<file path="src/rtl/psd_pkg.sv">
// ----------------------------------------------------------------------------
// psd_pkg
// Widths, reset values and transaction types of the polygon distance block.
// ----------------------------------------------------------------------------
package psd_pkg;

   localparam int NREG    = 8;
   localparam int VIDX_W  = 3;
   localparam int CSR_W   = 32;
   localparam int COORD_W = 16;
   localparam int DIFF_W  = COORD_W + 1;
   localparam int PROD_W  = 2 * DIFF_W;
   localparam int SUM_W   = PROD_W + 1;
   localparam int LEN_W   = PROD_W;
   localparam int HALF_W  = LEN_W / 2;
   localparam int CSQ_W   = 2 * LEN_W;
   localparam int QUO_W   = LEN_W;
   localparam int ROOT_W  = QUO_W / 2;
   localparam int SQR_W   = ROOT_W + 3;
   localparam int SD_W    = 18;

   localparam int DEF_NUM_VERTICES = 8;

   localparam logic [SD_W-1:0] DIST_POS_MAX = SD_W'((2 ** (SD_W - 1)) - 1);
   localparam logic [SD_W-1:0] DIST_NEG_MAG = SD_W'(2 ** (SD_W - 1));

   localparam logic [CSR_W-1:0] VERTEX_RESET [NREG] = '{
      32'd843379924,  32'd843320108,  32'd459153795,  32'd3835830659,
      32'd3451652908, 32'd3451712724, 32'd3835879037, 32'd459202173
   };

   typedef logic signed [COORD_W-1:0] coord_type;

   typedef struct packed {
      coord_type xa;
      coord_type ya;
      coord_type xb;
      coord_type yb;
      coord_type px;
      coord_type py;
      logic      first;
      logic      last;
   } edge_type;

   typedef struct packed {
      logic             first;
      logic             last;
      logic             xing;
      logic             skip;
      logic             proj;
      logic [LEN_W-1:0] alt;
   } side_type;

   typedef struct packed {
      logic [LEN_W-1:0] len2;
      logic [CSQ_W-1:0] csq;
      side_type         side;
   } div_in_type;

   typedef struct packed {
      logic [QUO_W-1:0] quo;
      side_type         side;
   } div_out_type;

endpackage

</file>
<file path="src/rtl/psd_reduce.sv">
// ----------------------------------------------------------------------------
// psd_reduce
// Least squared distance over an item's edges, pipelined floor root, sign.
// ----------------------------------------------------------------------------
module psd_reduce
   import psd_pkg::*;
(
   input  logic                   clock,
   input  logic                   reset,
   input  logic                   adv,
   input  logic                   in_valid,
   input  div_out_type            in_data,
   output logic                   res_valid,
   output logic                   res_inside,
   output logic signed [SD_W-1:0] res_sd
);

   typedef struct packed {
      logic [QUO_W-1:0]  rad;
      logic [SQR_W-1:0]  rem;
      logic [ROOT_W-1:0] root;
      logic              found;
      logic              in_poly;
   } sq_type;

   logic              found_ff, found_in, par_ff, par_in;
   logic [QUO_W-1:0]  best_ff, best_in, d2, base_best;
   logic              base_found, base_par;
   sq_type            sq_ff [ROOT_W];
   sq_type            sq_in [ROOT_W];
   sq_type            src;
   logic [ROOT_W-1:0] sq_valid_ff;
   logic [SQR_W-1:0]  rem2, tv;
   logic              ge;
   logic              res_valid_ff, res_inside_ff;
   logic [SD_W-1:0]   res_sd_ff, res_sd_in, mag;
   sq_type            tail;

   // fold this edge into the running minimum and crossing parity
   always_comb begin
      base_found = in_data.side.first ? 1'b0 : found_ff;
      base_par   = in_data.side.first ? 1'b0 : par_ff;
      base_best  = best_ff;
      d2         = in_data.side.proj ? in_data.quo : in_data.side.alt;
      found_in   = base_found | !in_data.side.skip;
      best_in    = (!in_data.side.skip && (!base_found || d2 < base_best)) ? d2 : base_best;
      par_in     = base_par ^ in_data.side.xing;
   end

   always_comb begin
      src  = '0;
      rem2 = '0;
      tv   = '0;
      ge   = 1'b0;
      for (int k = 0; k < ROOT_W; k++) begin
         if (k == 0) begin
            src.rad     = best_in;
            src.rem     = '0;
            src.root    = '0;
            src.found   = found_in;
            src.in_poly = par_in;
         end else begin
            src = sq_ff[k-1];
         end
         rem2              = {src.rem[SQR_W-3:0], src.rad[QUO_W-1:QUO_W-2]};
         tv                = SQR_W'({src.root, 2'b01});
         ge                = (rem2 >= tv);
         sq_in[k].rad      = {src.rad[QUO_W-3:0], 2'b00};
         sq_in[k].rem      = ge ? (rem2 - tv) : rem2;
         sq_in[k].root     = {src.root[ROOT_W-2:0], ge};
         sq_in[k].found    = src.found;
         sq_in[k].in_poly  = src.in_poly;
      end
   end

   assign tail = sq_ff[ROOT_W-1];

   always_comb begin
      if (tail.found) begin
         mag = SD_W'(tail.root);
      end else if (tail.in_poly) begin
         mag = DIST_POS_MAX;
      end else begin
         mag = DIST_NEG_MAG;
      end
      res_sd_in = tail.in_poly ? mag : SD_W'(-mag);
   end

   always_ff @(posedge clock) begin
      if (reset) begin
         found_ff     <= 1'b0;
         par_ff       <= 1'b0;
         sq_valid_ff  <= '0;
         res_valid_ff <= 1'b0;
      end else if (adv) begin
         if (in_valid) begin
            found_ff <= found_in;
            par_ff   <= par_in;
         end
         sq_valid_ff  <= {sq_valid_ff[ROOT_W-2:0], in_valid && in_data.side.last};
         res_valid_ff <= sq_valid_ff[ROOT_W-1];
      end
   end

   always_ff @(posedge clock) begin
      if (adv) begin
         if (in_valid) begin
            best_ff <= best_in;
         end
         sq_ff         <= sq_in;
         res_inside_ff <= tail.in_poly;
         res_sd_ff     <= res_sd_in;
      end
   end

   assign res_valid  = res_valid_ff;
   assign res_inside = res_inside_ff;
   assign res_sd     = $signed(res_sd_ff);

endmodule

</file>
<file path="config.mk">
export PLATFORM = sky130hd
export DESIGN_NAME = psd_reduce
export DESIGN_NICKNAME = d
export VERILOG_FILES = /design/src/rtl/psd_pkg.sv /design/src/rtl/psd_reduce.sv
export SDC_FILE = /design/constraint.sdc
export NUM_CORES = 1
export LEC_CHECK = 0
export BUFFER_PORTS_ARGS = -buffer_cell sky130_fd_sc_hd__buf_4
export CAP_MARGIN = 20
export CORE_ASPECT_RATIO = 1.25
export CORE_MARGIN = 8
export CORE_UTILIZATION = 40
export CTS_BUF_LIST = sky130_fd_sc_hd__clkbuf_4 sky130_fd_sc_hd__clkbuf_8
export DETAILED_ROUTE_END_ITERATION = 12
export PLACE_DENSITY_LB_ADDON = 0.1
export SYNTH_ARGS = -nofsm -noshare
export SYNTH_HDL_FRONTEND = slang
export SYNTH_SLANG_ARGS = --single-unit
</file>
<file path="constraint.sdc">
create_clock -name clock -period 8.61 [get_ports clock]
set_input_delay 0.861 -clock clock [delete_from_list [all_inputs] [get_ports clock]]
set_output_delay 0.861 -clock clock [all_outputs]
set_load 0.02 [all_outputs]
</file>
* Word level (Yosys, flattened, before mapping) *
Cells that the tools add are included.
Widths: inputs -> output; s select.

word-level totals
  flip-flop bits (word level) = 805
  output and inout port bits = 20
  input bits = 77

operators by class
  reduce and logical (&&, ||, !) cells = 6
  bitwise logic cells = 2
  $lt $le $gt $ge = 18
  multiplexer cells = 23
  $add $sub $neg = 17

operator list
  cell              count
  $mux 18           18
  $mux 34           2
  $lt 34x34->1      1
  $ge 20x10->1      1
  $ge 20x11->1      1
  $ge 20x12->1      1
  $ge 20x13->1      1
  $ge 20x14->1      1
  $ge 20x15->1      1
  $ge 20x16->1      1
  $ge 20x17->1      1
  $ge 20x18->1      1
  $ge 20x3->1       1
  $ge 20x4->1       1
  $ge 20x5->1       1
  $ge 20x6->1       1
  $ge 20x7->1       1
  $ge 20x8->1       1
  $ge 20x9->1       1
  $neg 18->18       1
  $sub 18x10->18    1
  $sub 18x11->18    1
  $sub 18x12->18    1
  $sub 18x13->18    1
  other kinds (21)  24

* Longest topological paths before layout *
  depth after elaboration = 7
  mapped depth = 12
  gate-level depth less buffers = 10

* Worst setup path after synthesis *
Ideal clock, no wire load.

  kind = input to register
  from = in in_data[34] (netlist name)
  to = reg best_ff[28] (netlist: base_best[28]) (data pin)
  library setup time = 262 ps
  arrival = 3802 ps
  path slack = 4545 ps
  stages = 12
  buffers on the path = 3
  cell sequence = clkbuf_1 -> buf_1 -> mux2_2 -> ha_1 -> a21o_1 -> a21o_1 -> a21oi_1 -> o211a_1 -> o2111ai_1 -> o22ai_2 -> buf_4 -> mux2_2

on the way
  longest elaborated chain between the ends = 5

RTL lines
  item                  RTL line           text
  start, declared       psd_reduce.sv:12   input div_out_type in_data,
  $mux 34 *             psd_reduce.sv:44   d2 = in_data.side.proj ? in_data.quo : in_data.side.alt;
  $lt 34x34->1          psd_reduce.sv:46   best_in = (!in_data.side.skip && (!base_found || d2 < base_best)) ? d2 : base_best;
  $logic_or 1x1->1      psd_reduce.sv:46
  $logic_and 1x1->1     psd_reduce.sv:46
  $mux 34 *             psd_reduce.sv:46
  net best_in[28]       psd_reduce.sv:27   logic [QUO_W-1:0] best_ff, best_in, d2, base_best;
  end signal, assigned  psd_reduce.sv:108  best_ff <= best_in;
  end, declared         psd_reduce.sv:27

Mark *: on every way through the listed nets, which the timed path passes. The rest lies on a longest branch.
A chain may end at the register's enable or synchronous reset.

==> run_results.csv <==
group,metric,value,unit
status,status,"finished, final reports clean",
drt,number_of_optimization_iterations_in_the_first_detailed_route_pass,6,
worst_setup_path,timing.critical_path.arrival,4080,ps
grt,grt.total_usage,0.137,
layout,final_area,42400,um2
power_and_ir_drop,combPwrFrac,0.146,
grt,largest_net_degree_at_the_start_of_global_routing,158,
yosys,yosysWarningCount,0,
drt,routed-via-count,22000,
power_and_ir_drop,seq_power_share,0.508,
cts,cts.sink_count,800,
die,die_w,290,um
worst_setup_path,critPathMaxFanout,27,
cts,htreeDepth,4,
power_and_ir_drop,clockPowerShare,0.345,
layout,design.final.nets,3287,
grt,grt_first_pass_wirelength,117,mm
power_and_ir_drop,totalPowerFinal,9.76,mW
yosys,synth_largest_area_cell,"sky130_fd_sc_hd__edfxtp_1",
worst_setup_path,crit_path_cell_trace,"inv_1, ha_1, nor2b_1, o31ai_1, a31oi_1, a211oi_1, nand2_1, mux2_2",
power_and_ir_drop,peakVddDrop,0.000127,V
yosys,synth_cell_types,99,
worst_setup_path,path_class,"flip-flop to flip-flop",
sta,final_period_minus_worst_setup_slack,3570,ps
layout,flow.area_growth_from_synthesis,12.9,%
sta,hold_violations,0,
yosys,post_synth_instance_area,37500,um2
cts,clk_pin_slew,60,ps
worst_setup_path,critPathBufInv,1,
drt,route.antenna.remaining_nets,0,
drt,post_detailed_route_via_to_cell_ratio,5.09,
sta,setup_viol_count_final,0,
sta,min_period_over_period,0.415,
grt,use_met1,0.148,
job,max_cap_violations,0,
min_path,min_from,"in_data[35]",
die,start_util,0.404,
sta,fmaxAchievable,0.280,GHz
drt,drc,0,
die,die-height,358,um
sta,fin_worst_skew,44.0,ps
cts,clock_latency,770,ps
yosys,synthFlopType,"sky130_fd_sc_hd__edfxtp_1",
worst_setup_path,r2r_end,"sq_ff[170]",
power_and_ir_drop,switching_power,2.49,mW
worst_setup_path,critical_path.slowest_cell,"sky130_fd_sc_hd__nand2_1",
grt,grt.overflow.total,0,
yosys,post_synth_xor_area_fraction,0.0453,
yosys,synth_top_family_by_area,"compound AO/OA/AOI/OAI gates",
sta,rsz0062_at_grt,"no",
yosys,synth.mux.area_fraction,0.0409,
yosys,number_of_synthesized_flops_with_an_enable_pin,780,
cts,cts_tree,"yes",
cts,postCtsHoldBufs,0,
min_path,hold_class,"input pin to flip-flop",
die,top_level_ports,97,
yosys,synth_compound_gate_area_share,0.0904,
cts,post_cts_resize_count,0,
grt,grt_antenna_before_repair,2,
drt,wl,71.7,mm
drt,drt_first_iter_violations,1132,
sta,timing.final.max_slew_violations,0,
placed_design,port_buffers,96,
yosys,mappedNetlistNets,3086,
power_and_ir_drop,p_per_area,230,nW/um2
worst_setup_path,worst-r2r-cell-count,8,
power_and_ir_drop,internal_power,7.27,mW
worst_setup_path,r2r_slack,5040,ps
power_and_ir_drop,netSwitchingFraction,0.255,
layout,n_fill_cell,8446,
yosys,post_synth_fa_ha_maj_area_fraction,0.0684,
cts,max-clock-path-buffers,3,
worst_setup_path,worst_path_dominant_cell_family,"compound AO/OA/AOI/OAI gates",
die,num_rows,125,
worst_setup_path,timing.rr.start,"sq_ff[221]",
yosys,yosys-top-cells-area,"sky130_fd_sc_hd__edfxtp_1 62%, sky130_fd_sc_hd__ha_1 6.8%, sky130_fd_sc_hd__mux2_2 3.1%",
yosys,synth_simple_gate_area_share,0.0890,
cts,post-cts-setup-buffer-count,0,
worst_setup_path,worstSetupStartpointType,"flip-flop",
grt,busiest_layer,"met2",
cts,cts_buffers,136,
worst_setup_path,crit_path_end_kind,"flip-flop",
yosys,ys_async_sr_fraction,0,
placed_design,hpwlAfterDp,50.1,mm
worst_setup_path,worst_path_largest_cell_delay,720,ps
layout,fraction_of_final_layout_cells_with_drive_strength_greater_than_1,0.149,
min_path,min_path_cells,2,
sta,setup_tns,0,ps
yosys,synth_top_area_frac,0.624,
die,core_area,92900,um2
sta,maxSlewHeadroom,0.271,
min_path,holdPathEnd,"found_ff",
sta,worst_slew_pin_slew,1090,ps
placed_design,dpl_cell_area,39700,um2
grt,first_global_vias,23300,
yosys,synth_seq_cells,800,
placed_design,gp_congestion,0.825,
yosys,synth.avg_cell_area,13.4,um2
drt,routedWlPerCell,16.6,um
worst_setup_path,cp_data_required_time,9120,ps
grt,globalRouteMet3Util,0.0354,
cts,root_buffer,"sky130_fd_sc_hd__clkbuf_8",
power_and_ir_drop,cellLeakagePower,16.5,nW
yosys,netlist_instances,2804,
die,design.die.area,104000,um2
yosys,yosysSeqAreaShare,0.635,
grt,gr-usage-met2,0.250,
## flip-flops by register name (all words and copies together) (netlist names)
name,cells
res_inside,1
res_valid,1
par_ff,1
rem2,20
sq_ff,707
found_ff,1
res_sd,18
sq_valid_ff,17
base_best,34
## through the flow
stage	hold WS [ps]	worst slack [ps]	cells	util
after global routing	285	4720	4311	0.456
after global placement	401	4310	4072	0.427
after floorplan	400	4550	2804	-
final	349	5040	4311	0.456
after CTS	242	5010	4309	0.456
after detailed placement	405	4300	4072	0.427
## worst max path at each step
stage	start	slack (ps)	cells past startpoint	to
detailed placement	in_data[34]	4300	11	sq_ff[1238]
global placement	in_data[34]	4310	11	base_best[26]
floorplan	in_data[34]	4550	12	base_best[28]
global route	sq_ff[221]	4720	8	sq_ff[175]
finish	sq_ff[221]	5040	8	sq_ff[170]
CTS	sq_ff[440]	5010	9	sq_ff[401]
## final cells by class
class	instances	area (um2)	area share
Antenna cell	1	2.50	0.0000591
Clock inverter	56	423	0.00998
Sequential cell	800	23800	0.562
Multi-Input combinational cell	1707	12600	0.296
Clock buffer	181	2240	0.0529
Inverter	248	931	0.0220
Tap cell	1206	1510	0.0356
Timing Repair Buffer	112	890	0.0210
## cells in the final DEF, fill, tap and decap left out, types with 20 or more instances in the layout
| master | synthesis | routed |
|---|---|---|
| sky130_fd_sc_hd__edfxtp_1 | 780 | 780 |
| sky130_fd_sc_hd__o21ai_0 | 99 | 99 |
| sky130_fd_sc_hd__nor2_1 | 185 | 185 |
| sky130_fd_sc_hd__nand2_1 | 124 | 124 |
| sky130_fd_sc_hd__or3_1 | 31 | 31 |
| sky130_fd_sc_hd__xor2_1 | 77 | 77 |
| sky130_fd_sc_hd__nor4_1 | 29 | 29 |
| sky130_fd_sc_hd__nand3_1 | 37 | 37 |
| sky130_fd_sc_hd__xnor2_1 | 117 | 117 |
| sky130_fd_sc_hd__clkbuf_4 | 0 | 40 |
| sky130_fd_sc_hd__a21oi_1 | 149 | 149 |
| sky130_fd_sc_hd__clkbuf_8 | 0 | 141 |
| sky130_fd_sc_hd__nand4_1 | 26 | 26 |
| sky130_fd_sc_hd__clkinv_1 | 1 | 30 |
| sky130_fd_sc_hd__nor2b_1 | 32 | 32 |
| sky130_fd_sc_hd__dfxtp_1 | 20 | 20 |
| sky130_fd_sc_hd__o21a_1 | 46 | 46 |
| sky130_fd_sc_hd__inv_1 | 246 | 246 |
| sky130_fd_sc_hd__ha_1 | 205 | 205 |
| sky130_fd_sc_hd__mux2i_1 | 32 | 32 |
| sky130_fd_sc_hd__buf_4 | 4 | 107 |
| sky130_fd_sc_hd__o31ai_1 | 21 | 21 |
| sky130_fd_sc_hd__a21o_1 | 58 | 58 |
| sky130_fd_sc_hd__nand2b_1 | 40 | 40 |
| sky130_fd_sc_hd__nor3_1 | 63 | 63 |
| sky130_fd_sc_hd__mux2_2 | 102 | 102 |
## synthesized netlist by cell type, types with 6 or more instances
master	count
sky130_fd_sc_hd__edfxtp_1	780
sky130_fd_sc_hd__inv_1	246
sky130_fd_sc_hd__ha_1	205
sky130_fd_sc_hd__nor2_1	185
sky130_fd_sc_hd__a21oi_1	149
sky130_fd_sc_hd__nand2_1	124
sky130_fd_sc_hd__xnor2_1	117
sky130_fd_sc_hd__mux2_2	102
sky130_fd_sc_hd__o21ai_0	99
sky130_fd_sc_hd__xor2_1	77
sky130_fd_sc_hd__nor3_1	63
sky130_fd_sc_hd__a21o_1	58
sky130_fd_sc_hd__o21a_1	46
sky130_fd_sc_hd__nand2b_1	40
sky130_fd_sc_hd__nand3_1	37
sky130_fd_sc_hd__mux2i_1	32
sky130_fd_sc_hd__nor2b_1	32
sky130_fd_sc_hd__or3_1	31
sky130_fd_sc_hd__nor4_1	29
sky130_fd_sc_hd__nand4_1	26
sky130_fd_sc_hd__clkbuf_1	23
sky130_fd_sc_hd__o31ai_1	21
sky130_fd_sc_hd__dfxtp_1	20
sky130_fd_sc_hd__buf_2	16
sky130_fd_sc_hd__a211oi_1	14
sky130_fd_sc_hd__a31oi_1	12
sky130_fd_sc_hd__and3_1	11
sky130_fd_sc_hd__nand3b_1	11
sky130_fd_sc_hd__or2_2	10
sky130_fd_sc_hd__or4_1	9
sky130_fd_sc_hd__nor3b_1	8
sky130_fd_sc_hd__o31a_1	8
sky130_fd_sc_hd__and2_1	7
sky130_fd_sc_hd__o21bai_1	7
sky130_fd_sc_hd__a22oi_1	6
sky130_fd_sc_hd__mux2_1	6
## routing by layer
metal / wire (um) / vias to the layer above / part of all wire
met5: 0 / - / 0
met3: 3270 / 166 / 0.046
met4: 2700 / 0 / 0.038
met1: 29000 / 10500 / 0.40
met2: 36700 / 438 / 0.51
li1: - / 10900 / -
## kinds of logic (layout without fill, tap and decap cells)
group | after synthesis | count (layout)
DFF | 800 | 800
and+or+nand+nor | 655 | 655
AOI/OAI and AO/OA | 512 | 512
buffers and inverters | 297 | 597
adders and majority gates | 205 | 205
xor gates and xnor gates | 194 | 194
muxes | 140 | 140
other | 1 | 2
## power by group through the flow
stage / combinational [mW] / clock, mW / sequential, mW
5_1_grt: 1.60 / 3.68 / 5.00
2_1_floorplan: 1.05 / 0 / 4.97
3_5_place_dp: 1.42 / 0 / 5.05
6_report: 1.43 / 3.37 / 4.96
3_3_place_gp: 1.40 / 0 / 5.04
4_1_cts: 1.44 / 3.52 / 4.97
(Power assumes the default switching activity.)
