<file path="src/rtl/psd_pkg.sv">
// ----------------------------------------------------------------------------
// psd_pkg
// Widths, reset values and transaction types of the polygon distance block.
// ----------------------------------------------------------------------------
package psd_pkg;

   localparam int NREG    = 8;
   localparam int VIDX_W  = 3;
   localparam int CSR_W   = 32;
   localparam int COORD_W = 16;
   localparam int DIFF_W  = COORD_W + 1;
   localparam int PROD_W  = 2 * DIFF_W;
   localparam int SUM_W   = PROD_W + 1;
   localparam int LEN_W   = PROD_W;
   localparam int HALF_W  = LEN_W / 2;
   localparam int CSQ_W   = 2 * LEN_W;
   localparam int QUO_W   = LEN_W;
   localparam int ROOT_W  = QUO_W / 2;
   localparam int SQR_W   = ROOT_W + 3;
   localparam int SD_W    = 18;

   localparam int DEF_NUM_VERTICES = 8;

   localparam logic [SD_W-1:0] DIST_POS_MAX = SD_W'((2 ** (SD_W - 1)) - 1);
   localparam logic [SD_W-1:0] DIST_NEG_MAG = SD_W'(2 ** (SD_W - 1));

   localparam logic [CSR_W-1:0] VERTEX_RESET [NREG] = '{
      32'd843379924,  32'd843320108,  32'd459153795,  32'd3835830659,
      32'd3451652908, 32'd3451712724, 32'd3835879037, 32'd459202173
   };

   typedef logic signed [COORD_W-1:0] coord_type;

   typedef struct packed {
      coord_type xa;
      coord_type ya;
      coord_type xb;
      coord_type yb;
      coord_type px;
      coord_type py;
      logic      first;
      logic      last;
   } edge_type;

   typedef struct packed {
      logic             first;
      logic             last;
      logic             xing;
      logic             skip;
      logic             proj;
      logic [LEN_W-1:0] alt;
   } side_type;

   typedef struct packed {
      logic [LEN_W-1:0] len2;
      logic [CSQ_W-1:0] csq;
      side_type         side;
   } div_in_type;

   typedef struct packed {
      logic [QUO_W-1:0] quo;
      side_type         side;
   } div_out_type;

endpackage

</file>
<file path="src/rtl/psd_edge_seq.sv">
// ----------------------------------------------------------------------------
// psd_edge_seq
// Vertex registers and sequencer: one edge a cycle per point while adv holds.
// ----------------------------------------------------------------------------
module psd_edge_seq
   import psd_pkg::*;
#(
   parameter int NUM_VERTICES = DEF_NUM_VERTICES
) (
   input  logic              clock,
   input  logic              reset,
   input  logic              adv,
   input  logic              csr_we,
   input  logic [VIDX_W-1:0] csr_index,
   input  logic [CSR_W-1:0]  csr_wdata,
   input  logic              req_valid,
   output logic              req_ready,
   input  coord_type         req_pos_x,
   input  coord_type         req_pos_y,
   output logic              edge_valid,
   output edge_type          edge_out
);

   localparam int EW = $clog2(NUM_VERTICES);
   localparam logic [EW-1:0]     LAST_STEP = EW'(NUM_VERTICES - 1);
   localparam logic [VIDX_W-1:0] WRAP_IDX  = VIDX_W'(NUM_VERTICES - 1);

   logic [CSR_W-1:0] vertex_ff [NREG];
   logic             busy_ff, busy_in;
   logic [EW-1:0]    step_ff, step_in;
   coord_type        px_ff, py_ff;
   logic [CSR_W-1:0] prev_ff;
   logic             edge_valid_ff;
   edge_type         edge_ff, edge_in;
   logic [CSR_W-1:0] cur_v, a_v;
   logic             accept, at_last;

   always_ff @(posedge clock) begin
      if (reset) begin
         vertex_ff <= VERTEX_RESET;
      end else if (csr_we) begin
         vertex_ff[csr_index] <= csr_wdata;
      end
   end

   assign at_last   = (step_ff == LAST_STEP);
   assign req_ready = adv && (!busy_ff || at_last);
   assign accept    = req_valid && req_ready;
   assign cur_v     = vertex_ff[VIDX_W'(step_ff)];
   assign a_v       = (step_ff == '0) ? vertex_ff[WRAP_IDX] : prev_ff;

   always_comb begin
      busy_in = busy_ff;
      step_in = step_ff;
      if (adv) begin
         if (busy_ff && !at_last) begin
            step_in = step_ff + 1'b1;
         end else begin
            busy_in = accept;
            step_in = '0;
         end
      end
      edge_in.xa    = a_v[COORD_W-1:0];
      edge_in.ya    = a_v[CSR_W-1:COORD_W];
      edge_in.xb    = cur_v[COORD_W-1:0];
      edge_in.yb    = cur_v[CSR_W-1:COORD_W];
      edge_in.px    = px_ff;
      edge_in.py    = py_ff;
      edge_in.first = (step_ff == '0);
      edge_in.last  = at_last;
   end

   always_ff @(posedge clock) begin
      if (reset) begin
         busy_ff       <= 1'b0;
         step_ff       <= '0;
         edge_valid_ff <= 1'b0;
      end else begin
         busy_ff <= busy_in;
         step_ff <= step_in;
         if (adv) begin
            edge_valid_ff <= busy_ff;
         end
      end
   end

   always_ff @(posedge clock) begin
      if (accept) begin
         px_ff <= req_pos_x;
         py_ff <= req_pos_y;
      end
      if (adv) begin
         prev_ff <= cur_v;
         edge_ff <= edge_in;
      end
   end

   assign edge_valid = edge_valid_ff;
   assign edge_out   = edge_ff;

endmodule

</file>
<file path="config.mk">
export PLATFORM = sky130hd
export DESIGN_NAME = psd_edge_seq
export DESIGN_NICKNAME = d
export VERILOG_FILES = /design/src/rtl/psd_pkg.sv /design/src/rtl/psd_edge_seq.sv
export SDC_FILE = /design/constraint.sdc
export NUM_CORES = 1
export LEC_CHECK = 0
export BUFFER_PORTS_ARGS = -buffer_cell sky130_fd_sc_hd__buf_2
export CORE_ASPECT_RATIO = 1.25
export CORE_MARGIN = 10
export CORE_UTILIZATION = 50
export CTS_CLUSTER_SIZE = 14
export DETAILED_ROUTE_END_ITERATION = 10
export PLACE_DENSITY_LB_ADDON = 0.25
export SYNTH_ARGS = -nofsm -noshare
export SYNTH_HDL_FRONTEND = slang
export SYNTH_SLANG_ARGS = --single-unit
export TNS_END_PERCENT = 50
</file>
<file path="constraint.sdc">
create_clock -name clock -period 3.86 [get_ports clock]
set_input_delay 0.579 -clock clock [delete_from_list [all_inputs] [get_ports clock]]
set_output_delay 0.579 -clock clock [all_outputs]
set_load 0.01 [all_outputs]
</file>
# Yosys cells after proc, flatten, opt, wreduce, memory -nomap -nowiden
# Index checks and enable logic that the tools add are counted.
[op_classes] add_sub_neg=1 n_mul=0 div_mod_pow=0 order_cmp=3 eq_ne=1 n_shift=0 n_mux=8 bitwise_logic=3 reduce_logical=9
[ops] operator="bitwise mux 256 bit" n=1
[ops] operator="two-way mux 32 bit" n=4
[ops] operator="binary-select mux 32 bit (select 3 bit)" n=1
[ops] operator="demux 32 bit (select 3 bit)" n=1
[ops] operator=">= comparator 4 bit, second input constant" n=2
[ops] operator="inverter 3 -> 4 bit" n=2
[ops] operator="logical AND 1 bit" n=4
[ops] operator="< comparator 4 x 1 -> 1 bit, second input constant" n=1
[ops] operator="adder 3 x 1 -> 3 bit, second input constant" n=1
[ops] operator="== test 3 bit, second input constant" n=1
[ops] operator="logical NOT 3 bit" n=1
[ops] operator="two-way mux 3 bit" n=1
[ops] operator="logical NOT 1 bit" n=2
[ops] operator="AND reduction 2 bit" n=1
[ops] operator="logical OR 1 bit" n=1
[ops] operator="inverter 1 bit" n=1
[totals] regBits=423 latch_bits=0 ramBits=0 mem_bits_ro=0 in_bits=72 output_inout_bits=100 elab_cells=47 memories=0

# Longest topological paths before layout
# Gate-level depths: netlist of run 1.
[logic_depth] depth_word=6 ltp_mapped=9 mapped_depth_nobuf=5

# Worst setup path before layout of run 1
# No wires, ideal clock.
[synth_timing] path_kind="register -> register" start="reg step_ff[0]" end="reg edge_ff, in the netlist edge_out[66] (data pin)" setup_time_ps=260 arrival_ps=1958 required_time_ps=3600 path_slack_ps=1642 path_stages_with_launch=10 path_buffers=5 synth_period_minus_slack_ps=2218 path_cell_list="dfxtp_1 buf_6 buf_6 buf_2 inv_1 ha_1 nand2b_1 clkbuf_1 buf_2 mux2_2"
[synth_between] elab_chain_cells=2
[synth_lines] element="start, declared" line="psd_edge_seq.sv:30" rtl="logic [EW-1:0] step_ff, step_in;"
[synth_lines] element="start signal, assigned" line="psd_edge_seq.sv:80" rtl="step_ff <= step_in;"
[synth_lines] element="logical NOT 3 bit" line="psd_edge_seq.sv:50" rtl="assign a_v = (step_ff == '0) ? vertex_ff[WRAP_IDX] : prev_ff;"
[synth_lines] element="two-way mux 32 bit" line="psd_edge_seq.sv:50"
[synth_lines] element="via a_v[16]" line="psd_edge_seq.sv:35" rtl="logic [CSR_W-1:0] cur_v, a_v;"
[synth_lines] element="end signal, assigned" line="psd_edge_seq.sv:94" rtl="edge_ff <= edge_in;"
[synth_lines] element="end, declared" line="psd_edge_seq.sv:34" rtl="edge_type edge_ff, edge_in;"
# The timed path passes the listed nets, and every way through them passes these cells.
# A chain may end at the register's enable or synchronous reset.

# Worst setup path in the final report of run 1
[layout_timing] start="reg step_ff[1]" end="out req_ready"
[layout_between] elab_chain_cells=3
[layout_lines] element="== test 3 bit" line="psd_edge_seq.sv:46" rtl="assign at_last = (step_ff == LAST_STEP);"
[layout_lines] element="via at_last" line="psd_edge_seq.sv:36" rtl="logic accept, at_last;"
[layout_lines] element="logical OR 1 bit" line="psd_edge_seq.sv:47" rtl="assign req_ready = adv && (!busy_ff || at_last);"
[layout_lines] element="logical AND 1 bit" line="psd_edge_seq.sv:47"
[layout_lines] element="end, declared" line="psd_edge_seq.sv:17" rtl="output logic req_ready,"
# The timed path passes the listed nets, and every way through them passes these cells.

==> results of run 1 <==
==> sequential cells by signal, summed over array words and instances (netlist names) <==
signal      flops
step_ff         3
py_ff          16
busy_ff         1
vertex_ff     256
prev_ff        32
edge_out       66
px_ff          16
edge_valid      1
==> cell families (layout without fill, tap and decap cells) <==
group	after synthesis	after routing	synth area share, %
AO/OA/AOI/OAI	132	132	4.18
XOR/XNOR	1	1	0.0551
adder cells (fa/ha/maj)	3	3	0.236
buffers and inverters	150	267	4.95
flip-flops	391	391	57.4
multiplexers	131	131	13.8
other	0	5	0
AND/OR/NAND/NOR	663	663	19.4
==> cell usage after synthesis, types with 31 or more instances <==
cell type    n
clkbuf_1    54
dfxtp_1    261
edfxtp_1   130
mux2_2      64
mux4_2      64
a21oi_1    130
buf_4       31
buf_2       56
nand3b_1   126
nand2_1    512
==> layout make-up <==
type	count	area [sq um]
Fill cell	2669	13700
Sequential cell	391	9140
Timing Repair Buffer	194	1060
Multi-Input combinational cell	930	6000
Inverter	3	11.3
Clock buffer	53	1070
Antenna cell	5	12.5
Tap cell	412	515
Clock inverter	17	114
==> power by group <==
group	leakage (nW)	switching (W)	total, W	internal, W
registers	3.34	0.0000799	0.00450	0.00442
clock network	0.566	0.00154	0.00355	0.00201
logic	2.84	0.000373	0.000647	0.000275
total	6.75	0.00199	0.00870	0.00670
==> per-stage QoR <==
stage | hold WS (ns) | util (%) | instances | setup WS [ns] | total power (W)
after CTS | 0.195 | 56.7 | 2000 | 0.963 | 0.00877
after global routing | 0.203 | 56.7 | 2004 | 0.829 | 0.00900
after floorplan | 0.400 | - | 1471 | 1.64 | 0.00500
after detailed placement | 0.405 | 52.9 | 1930 | 1.34 | 0.00524
final | 0.217 | 56.7 | 2005 | 0.986 | 0.00870
after global placement | 0.400 | 52.9 | 1930 | 1.42 | 0.00522
==> final timing paths <==
kind,start,endpoint
max,step_ff[1],req_ready
min reg2reg,py_ff[0],edge_out[2]
min,req_pos_y[13],py_ff[13]
max reg2reg,step_ff[1],prev_ff[30]
==> routing by layer <==
layer	part of all wire (%)	vias to the layer above	track usage [%]
li1	-	5191	-
met1	42	5436	25.8
met2	49	398	34.9
met3	6.9	68	4.46
met4	2.0	12	6.54
met5	0.19	-	0
==> results by group, run 1 <==
Finish
  • Most frequent cells in the layout: nand2_1, dfxtp_1, buf_2, a21oi_1, edfxtp_1
  • Commonest non-fill, non-tap cell in the layout: nand2_1
  • Share of cells above drive strength 1: 24.1%
  • Design area: 17900 sq um
  • Fin nets: 1634
  • Area grow syn2layout: 12.6%

Route
  • Drt first-iter violations: approximately 900
  • DRT antenna net count: 0
  • DR WL/cell: 20.8 microns
  • 1st-pass router iterations: 5
  • Via density: 5.54
  • Total Wirelength: 41.8 mm
  • Vias: ~11000
  • Post-route DRC: 0

Clocking
  • H-tree Lvls: 2
  • CTS root buf: clkbuf_16
  • Cts bufs inserted: 39
  • Hold buffers post-CTS: 0
  • Worst-skew pair later-pin latency: 0.54 ns
  • Post-CTS Resized: 0
  • Buffers inserted during post-CTS setup optimization: 0
  • Clk sink count: 391
  • Max clock buf depth: 3
  • CTS clk-pin slew, worst paths: 0.06 ns
  • CTS tree: yes

Pwr
  • Power per Cell Area: slightly below 500 nW/um^2
  • Lkg Pwr: 6.75 nW
  • Maximum vdd drop: 0.386 mV

Synthesis
  • Number of synthesized register bits: 391
  • Post-synth top area cell: dfxtp_1
  • Cells after Synth: 1471
  • Number of flops mapped to enable cells by yosys: 130
  • Synth area leaders: dfxtp_1, edfxtp_1, nand2_1
  • Top-area cell type share of the netlist area: 32.8%
  • Synthesis Warnings: 0
  • Seq/Total Area, Yosys: 57.4%
  • Synth Net Count: about 1500
  • Syn avg cell area: 10.8 sq um
  • FFs w/ async S/R, synth: 0%
  • Synth Cell Area: 15900 sq um
  • Synth unique cells: 32
  • Synth Flop Type: dfxtp_1

Worst setup path
  • Worst path top cell family by delay: flip-flops
  • Critical path type: flop to primary output
  • Worst Reg-to-Reg Cells: 3
  • Crit. End Element: primary output
  • Crit path buf inv count: 1
  • Stages on the worst setup path: 5
  • Max FO, Critical Path: 28
  • Cell mode on critical path: ha_1
  • CP Data Arrival Time: around 2.3 ns
  • CP Data Required Time: 3.28 ns
  • Critical Path Max Stage Delay: around 0.69 ns
  • Worst path slowest cell: dfxtp_4
  • Critical Path Start Type: flop
  • Ordered list of cells on the worst path: ha_1, ha_1, nand2b_1, and2_1, buf_2
  • Reg2reg setup slack: 1.42 ns

Floorplan
  • Die width: around 180 microns
  • Die Ht: about 220 microns
  • Core footprint: ~32000 sq um
  • Die Area: 39400 sq um
  • # rows: 73
  • Io pins: 172
  • Initial Util: 50.3%

STA
  • Clock Skews: around 0.018 ns
  • TNS Setup: 0 ns
  • RSZ-0062 raised after global routing: no
  • Measured slew at the worst slew-check pin: 1.09 ns
  • Min Tclk post-route: 2.87 ns
  • FMAX: about 350 MHz
  • Final Slew Violations: 0
  • Slew margin rel.: between 20 and 30%
  • Final Hold Viols: 0
  • Final-report setup violation count: 0
  • Post-route clock period utilization: 74.5%

Global routing
  • Vias in the first global route: 11000
  • First-pass GRT wire length: 64.7 mm
  • Largest net degree at the start of global routing: 98
  • Global Route Usage Sum: 20.6%
  • Congestion Overflow GR: 0
  • Antenna violations before repair: 10

Hold path
  • Worst Hold Class: input port to flop
  • Hold Path Stages: 1

Run status
  • Status: completed

Flow run
  • Max_cap viols: 0

Placement
  • Dpl hpwl: 24.5 mm
  • IO buf count: 171
  • RePlAce Congestion: 0.765
  • Cell Area, Placed: 16700 sq um
(Power assumes the default switching activity.)
==> inputs of run 2 (changes only) <==
Clock period 3.86 ns to 2.65 ns, I/O delays scaled along.
==> run 2 against run 1 <==
Final area up 0.62%; routed wire length up 2.5%; clock skew down 0.0090 ns; clock power up 46%; global-route usage up 0.61 points; flip-flop and latch count unchanged; via count up 2.2%; sequential power up 46%; largest cell class unchanged; largest power group unchanged.
==> results by group, run 2 (synthesis results as in run 1) <==
Route
  • DRT antenna net count: 0 (unchanged)
  • Via density: 5.64 (was 5.54)
  • 1st-pass router iterations: 7 (was 5)
  • Drt first-iter violations: 1040 (was 923)
  • Vias: 11300 (was 11100)
  • Post-route DRC: 0 (unchanged)
  • DR WL/cell: 21.3 microns (was 20.8 microns)
  • Total Wirelength: 42.8 mm (was 41.8 mm)

Placement
  • IO buf count: 171 (unchanged)
  • Dpl hpwl: 25.7 mm (was 24.5 mm)
  • RePlAce Congestion: 0.796 (was 0.765)

Clocking
  • CTS tree: yes (unchanged)
  • Post-CTS Resized: 0 (unchanged)
  • H-tree Lvls: 2 (unchanged)
  • Hold buffers post-CTS: 0 (unchanged)
  • Buffers inserted during post-CTS setup optimization: 0 (unchanged)
  • CTS root buf: clkbuf_16 (unchanged)
  • Worst-skew pair later-pin latency: 0.53 ns (was 0.54 ns)
  • Clk sink count: 391 (unchanged)
  • Cts bufs inserted: 37 (was 39)
  • CTS clk-pin slew, worst paths: 0.06 ns (about the same)
  • Max clock buf depth: 3 (unchanged)

Hold path
  • Worst Hold Class: input port to flop (unchanged)

Worst setup path
  • Critical Path Start Type: flop (unchanged)
  • CP Data Required Time: 2.25 ns (was 3.28 ns)
  • Crit. End Element: primary output (unchanged)
  • CP Data Arrival Time: 2.06 ns (was 2.30 ns)
  • Critical path type: flop to primary output (unchanged)
  • Max FO, Critical Path: 18 (was 28)

Finish
  • Fin nets: 1642 (was 1634)
  • Share of cells above drive strength 1: 24.6% (was 24.1%)
  • Largest Register: vertex_ff (unchanged)
  • Post-layout util: 57.1% (was 56.7%)
  • FILL cells: 2710 (was 2669)
  • Max reg flops: 256 (unchanged)
  • Area grow syn2layout: 13.3% (was 12.6%)
  • Commonest non-fill, non-tap cell in the layout: nand2_1 (unchanged)
  • Most frequent cells in the layout: nand2_1, dfxtp_1, buf_2, a21oi_1, edfxtp_1 (unchanged)

Global routing
  • Antenna violations before repair: 6 (was 10)
  • Largest net degree at the start of global routing: 87 (was 98)
  • Congestion Overflow GR: 0 (unchanged)
  • Global Route Usage Sum: 21.2% (was 20.6%)
  • Vias in the first global route: 11300 (was 11000)
  • First-pass GRT wire length: 66.7 mm (was 64.7 mm)

STA
  • Clock Skews: 0.00920 ns (was 0.0182 ns)
  • RSZ-0062 raised after global routing: no (unchanged)
  • FMAX: around 410 MHz
  • Min Tclk post-route: 2.46 ns
  • Slew margin rel.: 59.5% (was 26.9%)
  • Hold slack: 0.0459 ns (was 0.217 ns)
  • Final-report setup violation count: 0 (unchanged)
  • Post-route clock period utilization: 92.8%
  • TNS Setup: 0 ns (unchanged)
  • Measured slew at the worst slew-check pin: 0.608 ns (was 1.09 ns)
  • Final Hold Viols: 0 (unchanged)
  • Final Slew Violations: 0 (unchanged)

Pwr
  • Switch share: 22.8% (was 22.9%)
  • Power per Cell Area: 704 nW/um^2 (was 485 nW/um^2)
  • P_int: 0.00980 W (was 0.00670 W)
  • Maximum vdd drop: 0.619 mV (was 0.386 mV)
  • Lkg Pwr: 6.83 nW (was 6.75 nW)
  • Reg power frac: 51.6% (was 51.7%)
  • Clock share of power: 40.7% (was 40.9%)
  • Logic pwr share: 7.7% (was 7.4%)
  • Net switching power: 0.00289 W (was 0.00199 W)

Floorplan
  • Die width: 180 microns (unchanged)
  • Io pins: 172 (unchanged)
  • # rows: 73 (unchanged)
  • Core footprint: 31600 sq um (unchanged)
  • Die Ht: 219 microns (unchanged)
  • Initial Util: 50.3% (unchanged)
  • Die Area: 39400 sq um (unchanged)

Run status
  • Status: completed (unchanged)

Flow run
  • Max_cap viols: 0 (unchanged)
[run 2: per-layer routing]
layer,part of all wire [%],GRT usage (%),vias up
li1,-,-,5212
met1,43,27.7,5578
met2,48,35.0,475
met3,6.9,3.99,72
met4,2.4,6.76,8
met5,0.13,0,-
[run 2: power groups by stage]
stage               Sequential, W  Combinational, W  Clock [W]
floorplan                 0.00668          0.000609          0
global placement          0.00667          0.000952          0
detailed placement        0.00668          0.000975          0
CTS                       0.00655          0.000980    0.00525
global route              0.00656           0.00106    0.00550
finish                    0.00655          0.000975    0.00517
[run 2: path summary, 6_finish.rpt]
| path | from | end | slack, ns | cells after the start |
|---|---|---|---|---|
| hold reg to reg | px_ff[7] | edge_out[25] | 0.42 | 0 |
| hold / removal | req_pos_y[11] | py_ff[11] | 0.05 | 1 |
| setup / recovery | step_ff[2] | req_ready | 0.19 | 4 |
| setup reg to reg | step_ff[2] | px_ff[4] | 0.64 | 4 |
[run 2: final cells by class]
class	instances	area [sq um]	area share [%]
tap	412	515	2.86
antenna	2	5.00	0.0278
clock inverter	5	28.8	0.160
multi-input combinational	930	6000	33.3
sequential	391	9140	50.7
clock buffer	63	1150	6.37
inverter	3	11.3	0.0625
timing repair buffer	204	1190	6.59
[run 2: worst max-delay path, cell delays in order, from the launching register on]
cell      delay [ns]
dfxtp_2         0.69
ha_1            0.29
nand2b_1        0.16
and2_1          0.22
buf_2           0.18
[run 2: through the flow]
stage / power [W] / instance area [sq um] / instances / worst slack (ns)
floorplan: 0.00729 / 15900 / 1471 / 0.432
detailed placement: 0.00765 / 16800 / 1940 / 0.611
finish: 0.0127 / 18000 / 2010 / 0.191
global route: 0.0131 / 18000 / 2010 / 0.0707
global placement: 0.00762 / 16800 / 1940 / 0.716
CTS: 0.0128 / 18000 / 2008 / 0.168
